[config.mk]
export PLATFORM = sky130hd
export DESIGN_NAME = gyro_bias_calibrate_correct
export DESIGN_NICKNAME = d
export VERILOG_FILES = /design/src/rtl/gbcc_pkg.sv /design/src/rtl/gyro_bias_calibrate_correct.sv
export SDC_FILE = /design/constraint.sdc
export NUM_CORES = 1
export LEC_CHECK = 0
export ABC_CLOCK_PERIOD_IN_PS = 16300
export BUFFER_PORTS_ARGS = -buffer_cell sky130_fd_sc_hd__buf_4
export CAP_MARGIN = 10
export CORE_MARGIN = 8
export CORE_UTILIZATION = 45
export CTS_BUF_LIST = sky130_fd_sc_hd__clkbuf_8
export CTS_CLUSTER_SIZE = 25
export DETAILED_ROUTE_END_ITERATION = 7
export PLACE_DENSITY = 0.65
export RECOVER_POWER = 100
export REMOVE_ABC_BUFFERS = 1
export SLEW_MARGIN = 30
export SYNTH_ARGS = -nofsm -noshare
export SYNTH_HDL_FRONTEND = slang
export SYNTH_SLANG_ARGS = --single-unit
[constraint.sdc]
create_clock -name clk -period 16.3 [get_ports clk]
set_input_delay 0.815 -clock clk [delete_from_list [all_inputs] [get_ports clk]]
set_output_delay 0.815 -clock clk [all_outputs]
set_load 0.02 [all_outputs]
[src/rtl/gbcc_pkg.sv]
`default_nettype none
// ---------------------------------------------------------------------------
// gbcc_pkg
// types and fixed constants of the gyro bias calibration and correction block
// ---------------------------------------------------------------------------
package gbcc_pkg;

	localparam int unsigned DAT_W    = 16;  // one sample field
	localparam int unsigned SUM_W    = 32;  // per-axis accumulator
	localparam int unsigned CNT_W    = 16;  // per-axis accepted count
	localparam int unsigned ADD_W    = 33;  // shared adder width
	localparam int unsigned MAG_W    = 31;  // magnitude of a sum
	localparam int unsigned STEP_W   = 5;   // divide step counter
	localparam int unsigned NUM_IO   = 3;   // axes carried on the ports
	localparam int unsigned LIM_W    = 15;  // bias_limit width
	localparam int unsigned IDX_W    = 1;   // register index width

	localparam logic [CNT_W-1:0]  CAL_SAMPLES_RST = 16'd200;
	localparam logic [LIM_W-1:0]  BIAS_LIMIT_RST  = 15'd2620;
	localparam logic [CNT_W-1:0]  CNT_MAX         = 16'hFFFF;
	localparam logic [STEP_W-1:0] DIV_LAST_STEP   = 5'd30;

	localparam logic [IDX_W-1:0] REG_CAL_SAMPLES = 1'b0;
	localparam logic [IDX_W-1:0] REG_BIAS_LIMIT  = 1'b1;

	typedef enum logic [2:0] {
		ST_IDLE,
		ST_CAL_AXIS,
		ST_CAL_END,
		ST_DIV_LOAD,
		ST_DIV_STEP,
		ST_DIV_SIGN,
		ST_RUN_AXIS,
		ST_OUT
	} state_t;

	typedef enum logic [2:0] {
		ADD_NONE,
		ADD_ACC,
		ADD_DIV,
		ADD_NEG,
		ADD_CORR
	} add_sel_t;

endpackage

`default_nettype wire

[src/rtl/gyro_bias_calibrate_correct.sv]
`default_nettype none
// ---------------------------------------------------------------------------
// gyro_bias_calibrate_correct
// gyro zero-rate bias calibration over a sample window, then bias correction
// ---------------------------------------------------------------------------
// calibration request: an accept, one accumulate state per axis (AXES), then a window check
//   the request that closes the window adds, per axis, a load, 31 restoring
//   divide steps and a sign fix through the one shared adder, or only the
//   load for an axis that accepted nothing
// corrected request: accept, 3 axis steps, output load; a new request is taken
//   only back in idle, after the output load; the adder is shared across axes
// arst_n clears window, sums, counts, offsets and held values at once

module gyro_bias_calibrate_correct #(
	parameter int unsigned AXES = 3
) (
	input  wire          clk,
	input  wire          arst_n,
	// configuration write channel
	input  wire          cfg_valid,
	output logic         cfg_ready,
	input  wire  [0:0]   cfg_index,
	input  wire  [15:0]  cfg_data,
	// sample requests
	input  wire          s_tvalid,
	output logic         s_tready,
	input  wire  [95:0]  s_tdata,   // accel_x, accel_y, accel_z, gyro_x, gyro_y, gyro_z
	input  wire  [0:0]   s_tuser,   // read_ok
	// corrected results
	output logic         m_tvalid,
	input  wire          m_tready,
	output logic [143:0] m_tdata,   // acc_x_out, acc_y_out, acc_z_out, rate_x_out,
	                                // rate_y_out, rate_z_out, bias_x, bias_y, bias_z
	output logic [0:0]   m_tuser    // stale
);

	localparam int unsigned AXW = (AXES > 1) ? $clog2(AXES) : 1;
	localparam int unsigned DW  = gbcc_pkg::DAT_W;
	localparam int unsigned AW  = gbcc_pkg::ADD_W;

	// configuration registers
	logic [gbcc_pkg::CNT_W-1:0] cal_samples_q;
	logic [gbcc_pkg::LIM_W-1:0] bias_limit_q;

	// sequencer
	gbcc_pkg::state_t   state_q, state_nxt;
	gbcc_pkg::add_sel_t add_sel;
	logic [1:0]         axis_q;
	logic               calibrating_q;
	logic [gbcc_pkg::CNT_W-1:0] window_q;

	// captured request
	logic [95:0] data_q;
	logic        ok_q;

	// calibration state
	logic signed [gbcc_pkg::SUM_W-1:0] sum_q [AXES];
	logic [gbcc_pkg::CNT_W-1:0]        cnt_q [AXES];
	logic [DW-1:0]                     offset_q [gbcc_pkg::NUM_IO];

	// divider state
	logic [gbcc_pkg::MAG_W-1:0]  mag_q;
	logic [DW-1:0]               rem_q;
	logic                        neg_q;
	logic [gbcc_pkg::STEP_W-1:0] step_q;

	// held outputs
	logic [DW-1:0] last_accel_q [gbcc_pkg::NUM_IO];
	logic [DW-1:0] last_rate_q  [gbcc_pkg::NUM_IO];

	// output register
	logic          m_valid_q;
	logic [143:0]  m_data_q;
	logic          m_stale_q;

	// per-axis views of the captured request
	logic signed [DW-1:0] accel_in [gbcc_pkg::NUM_IO];
	logic signed [DW-1:0] gyro_in  [gbcc_pkg::NUM_IO];

	always_comb begin
		for (int i = 0; i < int'(gbcc_pkg::NUM_IO); i++) begin
			accel_in[i] = data_q[i*DW +: DW];
			gyro_in[i]  = data_q[(i+3)*DW +: DW];
		end
	end

	// current axis selections
	logic [AXW-1:0]                    cax;
	logic signed [DW-1:0]              g_cur;
	logic signed [gbcc_pkg::SUM_W-1:0] sum_cur;
	logic [gbcc_pkg::CNT_W-1:0]        cnt_cur;
	logic                              axis_last_cal;
	logic                              axis_last_io;
	logic                              in_range;
	logic [DW:0]                       trial;

	assign cax           = axis_q[AXW-1:0];
	assign g_cur         = gyro_in[axis_q];
	assign sum_cur       = sum_q[cax];
	assign cnt_cur       = cnt_q[cax];
	assign axis_last_cal = (axis_q == 2'(AXES - 1));
	assign axis_last_io  = (axis_q == 2'(gbcc_pkg::NUM_IO - 1));
	assign trial         = {rem_q, mag_q[gbcc_pkg::MAG_W-1]};

	// strictly inside plus or minus bias_limit
	always_comb begin
		logic signed [DW:0] g_ext;
		logic signed [DW:0] lim_ext;
		g_ext    = {g_cur[DW-1], g_cur};
		lim_ext  = {2'b00, bias_limit_q};
		in_range = (g_ext < lim_ext) && (g_ext > -lim_ext);
	end

	// shared adder: accumulate, divide trial, negate, bias subtract
	logic [AW-1:0] add_a, add_b, add_res;
	logic          add_sub;

	always_comb begin
		add_a   = '0;
		add_b   = '0;
		add_sub = 1'b0;
		case (add_sel)
			gbcc_pkg::ADD_ACC: begin
				add_a = AW'(sum_cur);
				add_b = AW'(g_cur);
			end
			gbcc_pkg::ADD_DIV: begin
				add_a   = AW'(trial);
				add_b   = AW'(cnt_cur);
				add_sub = 1'b1;
			end
			gbcc_pkg::ADD_NEG: begin
				// load step negates the sum, sign step negates the quotient
				add_b   = (state_q == gbcc_pkg::ST_DIV_LOAD) ? AW'(sum_cur)
				                                            : AW'(mag_q);
				add_sub = 1'b1;
			end
			gbcc_pkg::ADD_CORR: begin
				add_a   = AW'(gyro_in[axis_q]);
				add_b   = AW'(offset_q[axis_q]);
				add_sub = 1'b1;
			end
			default: ;
		endcase
		add_res = add_a + (add_sub ? ~add_b : add_b) + AW'(add_sub);
	end

	logic div_fits;
	assign div_fits = ~add_res[AW-1];

	// next state
	always_comb begin
		state_nxt = state_q;
		unique case (state_q)
			gbcc_pkg::ST_IDLE:
				if (s_tvalid) state_nxt = calibrating_q ? gbcc_pkg::ST_CAL_AXIS
				                                        : gbcc_pkg::ST_RUN_AXIS;
			gbcc_pkg::ST_CAL_AXIS:
				if (axis_last_cal) state_nxt = gbcc_pkg::ST_CAL_END;
			gbcc_pkg::ST_CAL_END:
				state_nxt = (window_q >= cal_samples_q) ? gbcc_pkg::ST_DIV_LOAD
				                                       : gbcc_pkg::ST_IDLE;
			gbcc_pkg::ST_DIV_LOAD:
				if (cnt_cur == '0) begin
					state_nxt = axis_last_cal ? gbcc_pkg::ST_IDLE : gbcc_pkg::ST_DIV_LOAD;
				end else begin
					state_nxt = gbcc_pkg::ST_DIV_STEP;
				end
			gbcc_pkg::ST_DIV_STEP:
				if (step_q == '0) state_nxt = gbcc_pkg::ST_DIV_SIGN;
			gbcc_pkg::ST_DIV_SIGN:
				state_nxt = axis_last_cal ? gbcc_pkg::ST_IDLE : gbcc_pkg::ST_DIV_LOAD;
			gbcc_pkg::ST_RUN_AXIS:
				if (axis_last_io) state_nxt = gbcc_pkg::ST_OUT;
			gbcc_pkg::ST_OUT:
				if (!m_valid_q || m_tready) state_nxt = gbcc_pkg::ST_IDLE;
			default:
				state_nxt = gbcc_pkg::ST_IDLE;
		endcase
	end

	// outputs of the sequencer
	always_comb begin
		s_tready = 1'b0;
		add_sel  = gbcc_pkg::ADD_NONE;
		unique case (state_q)
			gbcc_pkg::ST_IDLE:     s_tready = 1'b1;
			gbcc_pkg::ST_CAL_AXIS: add_sel  = gbcc_pkg::ADD_ACC;
			gbcc_pkg::ST_DIV_LOAD: add_sel  = gbcc_pkg::ADD_NEG;
			gbcc_pkg::ST_DIV_STEP: add_sel  = gbcc_pkg::ADD_DIV;
			gbcc_pkg::ST_DIV_SIGN: add_sel  = gbcc_pkg::ADD_NEG;
			gbcc_pkg::ST_RUN_AXIS: add_sel  = gbcc_pkg::ADD_CORR;
			default: ;
		endcase
	end

	// writes are taken in any state; software is to write only while idle, which the block does not enforce
	assign cfg_ready = 1'b1;

	always_ff @(posedge clk or negedge arst_n) begin
		if (!arst_n) begin
			cal_samples_q <= gbcc_pkg::CAL_SAMPLES_RST;
			bias_limit_q  <= gbcc_pkg::BIAS_LIMIT_RST;
		end else if (cfg_valid) begin
			unique case (cfg_index)
				gbcc_pkg::REG_CAL_SAMPLES: cal_samples_q <= cfg_data;
				gbcc_pkg::REG_BIAS_LIMIT:  bias_limit_q  <= cfg_data[gbcc_pkg::LIM_W-1:0];
				default: ;
			endcase
		end
	end

	// captured request, no reset needed
	always_ff @(posedge clk) begin
		if (s_tvalid && s_tready) begin
			data_q <= s_tdata;
			ok_q   <= s_tuser[0];
		end
	end

	// sequencer, calibration and held state
	always_ff @(posedge clk or negedge arst_n) begin
		if (!arst_n) begin
			state_q       <= gbcc_pkg::ST_IDLE;
			axis_q        <= '0;
			calibrating_q <= 1'b1;
			window_q      <= '0;
			mag_q         <= '0;
			rem_q         <= '0;
			neg_q         <= 1'b0;
			step_q        <= '0;
			for (int i = 0; i < int'(AXES); i++) begin
				sum_q[i] <= '0;
				cnt_q[i] <= '0;
			end
			for (int i = 0; i < int'(gbcc_pkg::NUM_IO); i++) begin
				offset_q[i]     <= '0;
				last_accel_q[i] <= '0;
				last_rate_q[i]  <= '0;
			end
		end else begin
			state_q <= state_nxt;
			unique case (state_q)
				gbcc_pkg::ST_IDLE: begin
					axis_q <= '0;
					if (s_tvalid && calibrating_q && window_q != gbcc_pkg::CNT_MAX)
						window_q <= window_q + 1'b1;
				end
				gbcc_pkg::ST_CAL_AXIS: begin
					if (ok_q && in_range) begin
						sum_q[cax] <= add_res[gbcc_pkg::SUM_W-1:0];
						if (cnt_cur != gbcc_pkg::CNT_MAX) cnt_q[cax] <= cnt_cur + 1'b1;
					end
					axis_q <= axis_q + 1'b1;
				end
				gbcc_pkg::ST_CAL_END:
					axis_q <= '0;
				gbcc_pkg::ST_DIV_LOAD: begin
					// magnitude of the sum, quotient bits shift in from below
					neg_q  <= sum_cur[gbcc_pkg::SUM_W-1];
					mag_q  <= sum_cur[gbcc_pkg::SUM_W-1] ? add_res[gbcc_pkg::MAG_W-1:0]
					                                     : sum_cur[gbcc_pkg::MAG_W-1:0];
					rem_q  <= '0;
					step_q <= gbcc_pkg::DIV_LAST_STEP;
					if (cnt_cur == '0) begin
						offset_q[axis_q] <= '0;
						axis_q           <= axis_q + 1'b1;
						if (axis_last_cal) calibrating_q <= 1'b0;
					end
				end
				gbcc_pkg::ST_DIV_STEP: begin
					rem_q  <= div_fits ? add_res[DW-1:0] : trial[DW-1:0];
					mag_q  <= {mag_q[gbcc_pkg::MAG_W-2:0], div_fits};
					step_q <= step_q - 1'b1;
				end
				gbcc_pkg::ST_DIV_SIGN: begin
					// truncation toward zero: negate the magnitude quotient for a negative sum
					offset_q[axis_q] <= neg_q ? add_res[DW-1:0] : mag_q[DW-1:0];
					axis_q           <= axis_q + 1'b1;
					if (axis_last_cal) calibrating_q <= 1'b0;
				end
				gbcc_pkg::ST_RUN_AXIS: begin
					if (ok_q) begin
						last_accel_q[axis_q] <= accel_in[axis_q];
						last_rate_q[axis_q]  <= add_res[DW-1:0];
					end
					axis_q <= axis_q + 1'b1;
				end
				default: ;
			endcase
		end
	end

	// output register, frees the sequencer while a result waits
	logic out_load;
	assign out_load = (state_q == gbcc_pkg::ST_OUT) && (!m_valid_q || m_tready);

	always_ff @(posedge clk or negedge arst_n) begin
		if (!arst_n) begin
			m_valid_q <= 1'b0;
		end else if (out_load) begin
			m_valid_q <= 1'b1;
		end else if (m_tready) begin
			m_valid_q <= 1'b0;
		end
	end

	always_ff @(posedge clk) begin
		if (out_load) begin
			for (int i = 0; i < int'(gbcc_pkg::NUM_IO); i++) begin
				m_data_q[i*DW +: DW]     <= last_accel_q[i];
				m_data_q[(i+3)*DW +: DW] <= last_rate_q[i];
				m_data_q[(i+6)*DW +: DW] <= offset_q[i];
			end
			m_stale_q <= ~ok_q;
		end
	end

	assign m_tvalid = m_valid_q;
	assign m_tdata  = m_data_q;
	assign m_tuser  = m_stale_q;

endmodule

`default_nettype wire
# After elaboration in Yosys (flattened, before gate mapping)
# Cells that the tools add are included.
# W data, S select, Z words.
# op_classes
n_addsub,7
magnitude_cmp,5
n_eq_ne,20
mux,56
bitwise_logic,7
n_reduce_logical,29
# ops
op,count
$bwmux W48,4
$mux W16,11
$pmux W33 S4,1
$bmux W16 S2,4
$pmux W33 S3,1
$bwmux W96,1
$mux W32,3
$pmux W48 S2,1
$mux W33,2
$bmux W32 S2,1
$demux W32 S2,1
$pmux W31 S2,1
$and A48 B48 Y48,1
$mux W48,1
$not A48 Y48,1
$add A33 B1 Y33,1
$add A33 B33 Y33,1
$not A33 Y33,1
$add A16 B1 Y16 const B,2
$demux W16 S2,1
$ne A16 B16 Y1 const B,2
$pmux W16 S2,1
$mux W31,1
$pmux W3 S8,1
other kinds (36),79
# totals
regBits,637
input_bits,119
wordCells,154

# Depth between registers and ports, before layout
# Gate-level depths: netlist of run 1.
# logic_depth
ltp_word,13
depth_mapped,24
depth_no_buf,18

# Worst setup path after synthesis of run 1
# Ideal clock, no wire load.
# synth_timing
path_kind,input port to flip-flop
start,input s_tvalid
end,register window_q[13] (netlist name)
setup_time_ns,0.123
arrival_ns,11.742
required_ns,16.177
setup_slack_ns,4.435
cell_stages,8
path_buffers,0
path_cell_list,inv_1 -> nor4_1 -> nand2_1 -> a41oi_1 -> and4_1 -> and4_1 -> nand3_1 -> xnor2_1
# synth_via
elab_chain_len,3
# synth_lines
element,line,text
"start, declared",gyro_bias_calibrate_correct.sv:25,"input wire s_tvalid,"
$logic_and A1 B1 Y1 (2 in a row),gyro_bias_calibrate_correct.sv:246,if (s_tvalid && calibrating_q && window_q != gbcc_pkg::CNT_MAX)
$reduce_and A2 Y1 (no source line),--,
"end signal, assigned",gyro_bias_calibrate_correct.sv:247,window_q <= window_q + 1'b1;
"end, declared",gyro_bias_calibrate_correct.sv:50,logic [gbcc_pkg::CNT_W-1:0] window_q;
# No other way between the ends.
# A chain may end at the register's enable or synchronous reset.

# Worst setup path in the final report of run 1
# layout_timing
start,register axis_q[1]
end,register rem_q[8]
# layout_via
elab_chain_len,12
word_cells_on_any_way,22
classes_between,2 x add/sub; 18 x mux; 2 x bitwise
# layout_lines
element,line,text
"start, declared",gyro_bias_calibrate_correct.sv:48,logic [1:0] axis_q;
"start signal, assigned",gyro_bias_calibrate_correct.sv:254,axis_q <= axis_q + 1'b1;
"start signal, assigned",gyro_bias_calibrate_correct.sv:267,axis_q <= axis_q + 1'b1;
"start signal, assigned",gyro_bias_calibrate_correct.sv:279,axis_q <= axis_q + 1'b1;
$not A2 Y3 (implied by the code) (*),--,
$bmux W32 S2,gyro_bias_calibrate_correct.sv:99,assign sum_cur = sum_q[cax];
$mux W32 (implied by the code) (2 in a row),gyro_bias_calibrate_correct.sv:99,
$mux W33,gyro_bias_calibrate_correct.sv:134,add_b = (state_q == gbcc_pkg::ST_DIV_LOAD) ? AW'(sum_cur)
$pmux W33 S4,gyro_bias_calibrate_correct.sv:122,case (add_sel)
$not A33 Y33,gyro_bias_calibrate_correct.sv:145,add_res = add_a + (add_sub ? ~add_b : add_b) + AW'(add_sub);
$mux W33,gyro_bias_calibrate_correct.sv:145,
$add A33 B33 Y33 (*),gyro_bias_calibrate_correct.sv:145,
$add A33 B1 Y33 (*),gyro_bias_calibrate_correct.sv:145,
$mux W16 (*),gyro_bias_calibrate_correct.sv:272,rem_q <= div_fits ? add_res[DW-1:0] : trial[DW-1:0];
$pmux W16 S2 (*),gyro_bias_calibrate_correct.sv:243,unique case (state_q)
"end signal, assigned",gyro_bias_calibrate_correct.sv:272,
"end, declared",gyro_bias_calibrate_correct.sv:63,logic [DW-1:0] rem_q;
# Mark *: on every way between the ends. The rest lies on a longest branch, timed or not. The select of a mux whose other input is x is not followed.

==> impl_metrics.json, run 1 <==
{
  "period_minus_slack_ns": 10.76,
  "cts_tree": "yes",
  "finalSetupTns_ns": 0,
  "power_density_nw_per_um2": 206,
  "avgViaCountPerCell": 5.71,
  "portBuffers": 265,
  "ys_types": 81,
  "run_status": "finished, violations left",
  "drc_errors": 0,
  "seqCellArea_sq_um": 17200,
  "worstPathRequired_ns": 16.92,
  "synth_seq_cells": 637,
  "tightest_slew_ns": 5.03,
  "async_flop_share": 0.620,
  "yosysSeqAreaShare": 0.577,
  "grt_pass1_vias": 22000,
  "cts-root-to-sink-buffers": 3,
  "final_util": 0.517,
  "min_path_type": "in2reg",
  "synthCells": 2541,
  "track_usage": 0.217,
  "switchingPower_mw": 3.05,
  "rsz0062_at_grt": "false",
  "die_height_um": 273,
  "clock_sinks": 637,
  "drive_gt1_frac": 0.159,
  "syn_area_sq_um": 29800,
  "hold_viol": 0,
  "slew_violations": 901,
  "startpoint_type": "register",
  "yosys.area.top_type_share": 0.324,
  "clk_pin_slew_worst_paths_ns": 0.06,
  "syn_to_final_growth_pct": 14.0,
  "drtIter0Drc": 1646,
  "std_cell_rows": 94,
  "nets": 3010,
  "clockPowerShare": 0.194,
  "placeableCoreArea_sq_um": 65600,
  "syn_avg_cell_area_sq_um": 11.7,
  "final_cell_mix": "383 x dfrtp_1, 289 x nand2_1, 245 x o21ai_0",
  "path_max_fanout": 52,
  "dr_total_vias": 21500,
  "hold_buffers": 0,
  "ys.flop_type": "dfrtp_1",
  "slew_headroom": -2.35,
  "fin_crit_sh": 0.660,
  "pwr-share-comb": 0.449,
  "violations": "capacitance limit, slew limit",
  "ios": 267,
  "finalInstanceArea_sq_um": 33900,
  "end_kind": "register",
  "cts_setup_buffers": 0,
  "die_area_sq_um": 74600,
  "ant_nets": 0,
  "die_x_um": 273,
  "grt_start_max_net_pins": 177,
  "cts_root_buf": "clkbuf_8",
  "antenna_found_initial": 1,
  "grt_overflow": 0,
  "power_leakage_nw": 14.6,
  "fin_worst_skew_ns": 0.0610,
  "synth_area_leaders": "dfrtp_1 32%, edfxtp_1 24%, mux2_2 5.9%",
  "critPathKind": "reg2reg",
  "switching_share": 0.437,
  "htreeDepth": 3,
  "final_common_cell": "dfrtp_1",
  "clk_latency_ns": 0.76,
  "intPower_mw": 3.93,
  "initial_core_util": 0.453,
  "grt_pass1_wl_um": 128000,
  "post_cts_resized": 0,
  "fillers": 5869,
  "synth_edf_count": 242,
  "wl_per_cell_um": 22.0,
  "multiInputGateArea_sq_um": 11600,
  "fmax_ghz": 0.0929,
  "yosys.area.top_type": "dfrtp_1",
  "cts_buffers": 106,
  "ys_warn_count": 0,
  "dp_hpwl_um": 55100,
  "arrival_ns": 11.38,
  "seqPwrFrac": 0.357,
  "wirelength_um": 82900,
  "maxCapViolCount": 17,
  "setup_violations": 0,
  "ir_drop_mv": 0.104,
  "dpl_cell_area_sq_um": 32600,
  "drt_first_pass_iters": 8,
  "globalplace.congestion": 0.914
}
final cells by class:
| cell class | count | area share |
|---|---|---|
| antenna | 2 | 0.000148 |
| inverter | 76 | 0.00841 |
| timing repair buffer | 306 | 0.0487 |
| tap | 864 | 0.0319 |
| multi-input combinational | 1676 | 0.343 |
| clock buffer | 122 | 0.0495 |
| clock inverter | 78 | 0.0120 |
| sequential | 637 | 0.506 |
metal layers:
metal	up-vias	share of wire	track usage
met3	157	0.071	0.0393
li1	9803	-	-
met2	865	0.48	0.359
met1	10600	0.42	0.286
met4	0	0.029	0.0768
met5	-	0	0
cell usage after synthesis, types with 10 or more instances:
| cell type | number |
|---|---|
| mux2_1 | 24 |
| o21ai_1 | 11 |
| nand3_1 | 30 |
| nand2_1 | 289 |
| o21ai_0 | 244 |
| nor3_1 | 32 |
| and3_1 | 13 |
| clkbuf_1 | 101 |
| a22oi_1 | 44 |
| mux2_2 | 157 |
| nand2b_1 | 10 |
| a21oi_1 | 131 |
| buf_2 | 27 |
| mux2i_1 | 136 |
| o221ai_1 | 15 |
| xor2_1 | 21 |
| a211oi_1 | 15 |
| ha_1 | 87 |
| inv_1 | 74 |
| dfrtp_1 | 385 |
| xnor2_1 | 46 |
| a21o_1 | 38 |
| dfstp_2 | 10 |
| nor2_1 | 113 |
| nand4_1 | 22 |
| buf_1 | 13 |
| a22o_1 | 48 |
| edfxtp_1 | 242 |
| nor2b_1 | 10 |
through the flow:
step	total power [mW]	setup WS (ns)	hold slack, ns	cells
after global routing	7.42	4.81	0.215	3760
after global placement	5.59	10.26	0.429	3558
after detailed placement	5.70	10.15	0.428	3558
after CTS	7.07	10.12	0.0209	3758
final	6.98	5.54	0.251	3761
after floorplan	4.56	3.74	0.419	2389
kinds of logic (layout without fill, tap and decap cells):
| group | after synthesis | count (layout) | share of synthesized area |
|---|---|---|---|
| other | 1 | 3 | 0.000126 |
| multiplexers | 318 | 318 | 0.115 |
| flip-flops | 637 | 637 | 0.577 |
| buffers and inverters | 228 | 582 | 0.0320 |
| AO/OA/AOI/OAI | 639 | 639 | 0.135 |
| AND/OR/NAND/NOR | 562 | 562 | 0.0835 |
| XOR/XNOR | 68 | 68 | 0.0203 |
| adder cells (fa/ha/maj) | 88 | 88 | 0.0373 |
registers in the layout (all words and copies together), names as in the netlist, 3 cells and up:
register and cells:
state_q 3, sum_q 96, last_rate_q 48, rem_q 16
window_q 16, step_q 5, mag_q 31, m_tdata 144
bias_limit_q 15, data_q 96, cnt_q 48, offset_q 48
last_accel_q 48, cal_samples_q 16
critical path, cell delays in order, from the launching register on:
cell and delay (ns):
dfrtp_1 1.25, clkbuf_1 2.60, nor2b_4 -0.03, clkbuf_1 1.16
nand2_1 0.32, o21ai_0 0.35, o21ai_0 0.28, o22ai_1 0.14
a22o_1 0.32, ha_1 0.35, a21oi_1 0.27, o21ai_0 0.23
a2111oi_0 0.88, o211ai_1 0.40, a21o_1 0.33, nand3_1 0.10
a31o_2 0.20, o21ai_2 0.06, clkbuf_1 0.57, or2_2 0.53
a32o_1 0.24
power by group through the flow:
stage / Clock (mW) / Sequential, mW / Combinational (mW)
after floorplan: 0 / 2.60 / 1.96
after global placement: 0 / 2.49 / 3.10
after detailed placement: 0 / 2.51 / 3.19
after CTS: 1.39 / 2.48 / 3.20
after global routing: 1.47 / 2.54 / 3.41
final: 1.35 / 2.49 / 3.13
final timing paths:
path | from | to | slack (ns) | cells past startpoint
max in group asynchronous | arst_n | offset_q[27] | 9.42 | 2
setup reg to reg | axis_q[1] | rem_q[8] | 5.54 | 20
hold reg to reg | last_accel_q[3] | m_tdata[35] | 0.42 | 0
setup / recovery | axis_q[1] | rem_q[8] | 5.54 | 20
min in group asynchronous | arst_n | sum_q[23] | 1.48 | 1
hold / removal | s_tdata[46] | data_q[46] | 0.25 | 1
(Power assumes the default switching activity.)
==> run 2: changes to the inputs <==
ABC_AREA = 1   (was not set)
ABC_CLOCK_PERIOD_IN_PS = 8750   (was 16300)
PLACE_DENSITY = 0.67   (was 0.65)
clock period = 8.75 ns   (was 16.3 ns; I/O delays follow)
==> impl_metrics.json, run 2 <==
{
  "yosysSeqAreaShare": 0.564,
  "slew_violations": 898,
  "dr_total_vias": 25100,
  "fmax_ghz": 0.140,
  "grt_overflow": 0,
  "ys.flop_type": "dfrtp_1",
  "violations": "capacitance limit, slew limit",
  "startpoint": "axis_q[0]",
  "worstPathRequired_ns": 9.42,
  "post-place-ws_ns": 2.29,
  "dpl_cell_area_sq_um": 33100,
  "critPathKind": "reg2reg",
  "async_flop_share": 0.620,
  "critPathTopFamily": "simple AND/OR/NAND/NOR gates",
  "synth_edf_count": 242,
  "grt_pass1_vias": 24500,
  "finalSetupTns_ns": 0,
  "min_path_type": "in2reg",
  "initial_core_util": 0.454,
  "drtIter0Drc": 2626,
  "power_leakage_nw": 16.4,
  "wl_per_cell_um": 20.8,
  "crit_top_cell": "nand2_1",
  "cts_tree": "yes",
  "slowest_stage": "clkbuf_1",
  "yosys.area.top_type_share": 0.317,
  "reg2regPathDepth": 22,
  "tightest_slew_ns": 4.23,
  "setup_ws_ns": 1.60,
  "fin_crit_sh": 0.817,
  "globalplace.congestion": 0.973,
  "synth_area_leaders": "dfrtp_1 32%, edfxtp_1 24%, nand2_1 12%",
  "period_minus_slack_ns": 7.15,
  "synth_seq_cells": 637,
  "wirelength_um": 96700,
  "cts_buffers": 103,
  "ios": 267,
  "post_cts_resized": 0,
  "die_area_sq_um": 76100,
  "drc_errors": 0,
  "final_util": 0.534,
  "critPathBufInv": 5,
  "hold_path_end": "bias_limit_q[14]",
  "r2r_slack_ns": 1.60,
  "maxCapViolCount": 14,
  "ant_nets": 0,
  "die_height_um": 276,
  "min_from": "cfg_data[14]",
  "largest_reg_flops": 144,
  "slew_headroom": -1.82,
  "arrival_ns": 7.82,
  "avgViaCountPerCell": 5.40,
  "min_path_cells": 3,
  "portBuffers": 265,
  "placeableCoreArea_sq_um": 67000,
  "r2r-end": "rem_q[5]",
  "grt_pass1_wl_um": 147000,
  "clk_latency_ns": 0.77,
  "end_kind": "register",
  "synth.most_common_cell": "nand2_1",
  "ys_top_cells_by_count": "967 x nand2_1, 385 x dfrtp_1, 353 x o21ai_0, 255 x inv_1, 242 x edfxtp_1",
  "dp.cells": 4332,
  "reg2reg_from": "axis_q[0]",
  "dp_hpwl_um": 66600,
  "final_common_cell": "nand2_1",
  "path_cells": "clkinv_2 > clkbuf_1 > o21ai_0 > nand2_1 > inv_1 > o21ai_0 > a211oi_1 > nand2_1 > o21ai_0 > inv_1 > ha_1 > a21oi_1 > o21ai_0 > a21oi_1 > inv_1 > a31oi_1 > nand3_1 > nand2_1 > nand2_1 > nand2_1 > nand2_1 > nand2_1",
  "track_usage": 0.251,
  "syn_to_final_growth_pct": 17.7,
  "setup_violations": 0,
  "ys_types": 70,
  "nets": 3886,
  "ys_warn_count": 0,
  "synthCells": 3309,
  "syn_area_sq_um": 30400,
  "p_total_mw": 14.5,
  "grt_start_max_net_pins": 146,
  "path_max_fanout": 48,
  "cts_root_buf": "clkbuf_8",
  "drive_gt1_frac": 0.102,
  "htreeDepth": 3,
  "antenna_found_initial": 6,
  "yosys.area.top_type": "dfrtp_1",
  "die_x_um": 276,
  "rsz0062_at_grt": "false",
  "clk_pin_slew_worst_paths_ns": 0.07,
  "hold_viol": 0,
  "power_density_nw_per_um2": 406,
  "finalInstanceArea_sq_um": 35800,
  "fin_hold_ws_ns": 0.0443,
  "fin_worst_skew_ns": 0.0750,
  "final_cells": 4647,
  "run_status": "finished, violations left",
  "max_stage_delay_ns": 0.84,
  "startpoint_type": "register",
  "ir_drop_mv": 0.238,
  "clock_sinks": 637,
  "final_cell_mix": "974 x nand2_1, 383 x dfrtp_1, 359 x o21ai_0",
  "cts-root-to-sink-buffers": 3,
  "drt_first_pass_iters": 6,
  "std_cell_rows": 95,
  "syn_avg_cell_area_sq_um": 9.19
}
run 2: changes by cell type in the layout (fill, tap and decap cells not counted), moves of 114 or more:
cell,before,now
mux2i_1,136,0
inv_1,134,285
dlygate4sd3_1,0,114
mux2_2,157,1
nand2_1,289,974
o21ai_0,245,359
run 2: what timing repair did:
item	CTS	global route
buffers inserted	0	0
endpoints found under the hold margin	234	0
endpoints found under the setup margin	0	0
hold buffers	114	0
run 2: cell families after synthesis:
kind of cell,after synthesis,share of synthesized area
AO/OA/AOI/OAI,676,0.129
XOR/XNOR,55,0.0163
adder cells (fa/ha/maj),88,0.0365
flip-flops,637,0.564
other,1,0.000123
AND/OR/NAND/NOR,1426,0.196
buffers and inverters,425,0.0569
multiplexers,1,0.000370
run 2: how the worst max path moves through the flow:
stage | endpoint | slack [ns] | depth (start not counted)
after global routing | rem_q[5] | 1.01 | 22
final | rem_q[5] | 1.60 | 22
after global placement | rem_q[5] | 2.45 | 23
after floorplan | m_tdata[0] | 0.88 | 4
after CTS | rem_q[5] | 2.27 | 19
after detailed placement | rem_q[5] | 2.29 | 20
run 2: routing by layer:
| metal | up-vias | wire (um) | global-route usage | share of wire |
|---|---|---|---|---|
| met5 | - | 13 | 0.00329 | 0.00013 |
| met4 | 2 | 4130 | 0.108 | 0.043 |
| met3 | 214 | 7510 | 0.0451 | 0.078 |
| met2 | 994 | 44400 | 0.404 | 0.46 |
| met1 | 12000 | 40600 | 0.333 | 0.42 |
| li1 | 11900 | - | - | - |
run 2: area by class of cell:
type	count	area [sq um]
repair buffers	420	2780
fillers	6258	31200
inverters	270	1020
clock inverters	76	637
multi-input cells	2247	11400
well taps	873	1090
diodes	5	12.5
flip-flops and latches	637	17200
clock buffers	119	1640
run 2: power by group:
group | switching (mW) | total (mW) | internal, mW
Clock | 1.28 | 2.81 | 1.53
Combinational | 5.25 | 7.11 | 1.86
Sequential | 0.503 | 4.61 | 4.11
Total | 7.03 | 14.5 | 7.51
run 2: worst min-delay path, delay by kind of cell:
| kind | cells | cell delay, ns |
|---|---|---|
| buf+inv | 2 | 0.14 |
| compound gates | 1 | 0.15 |
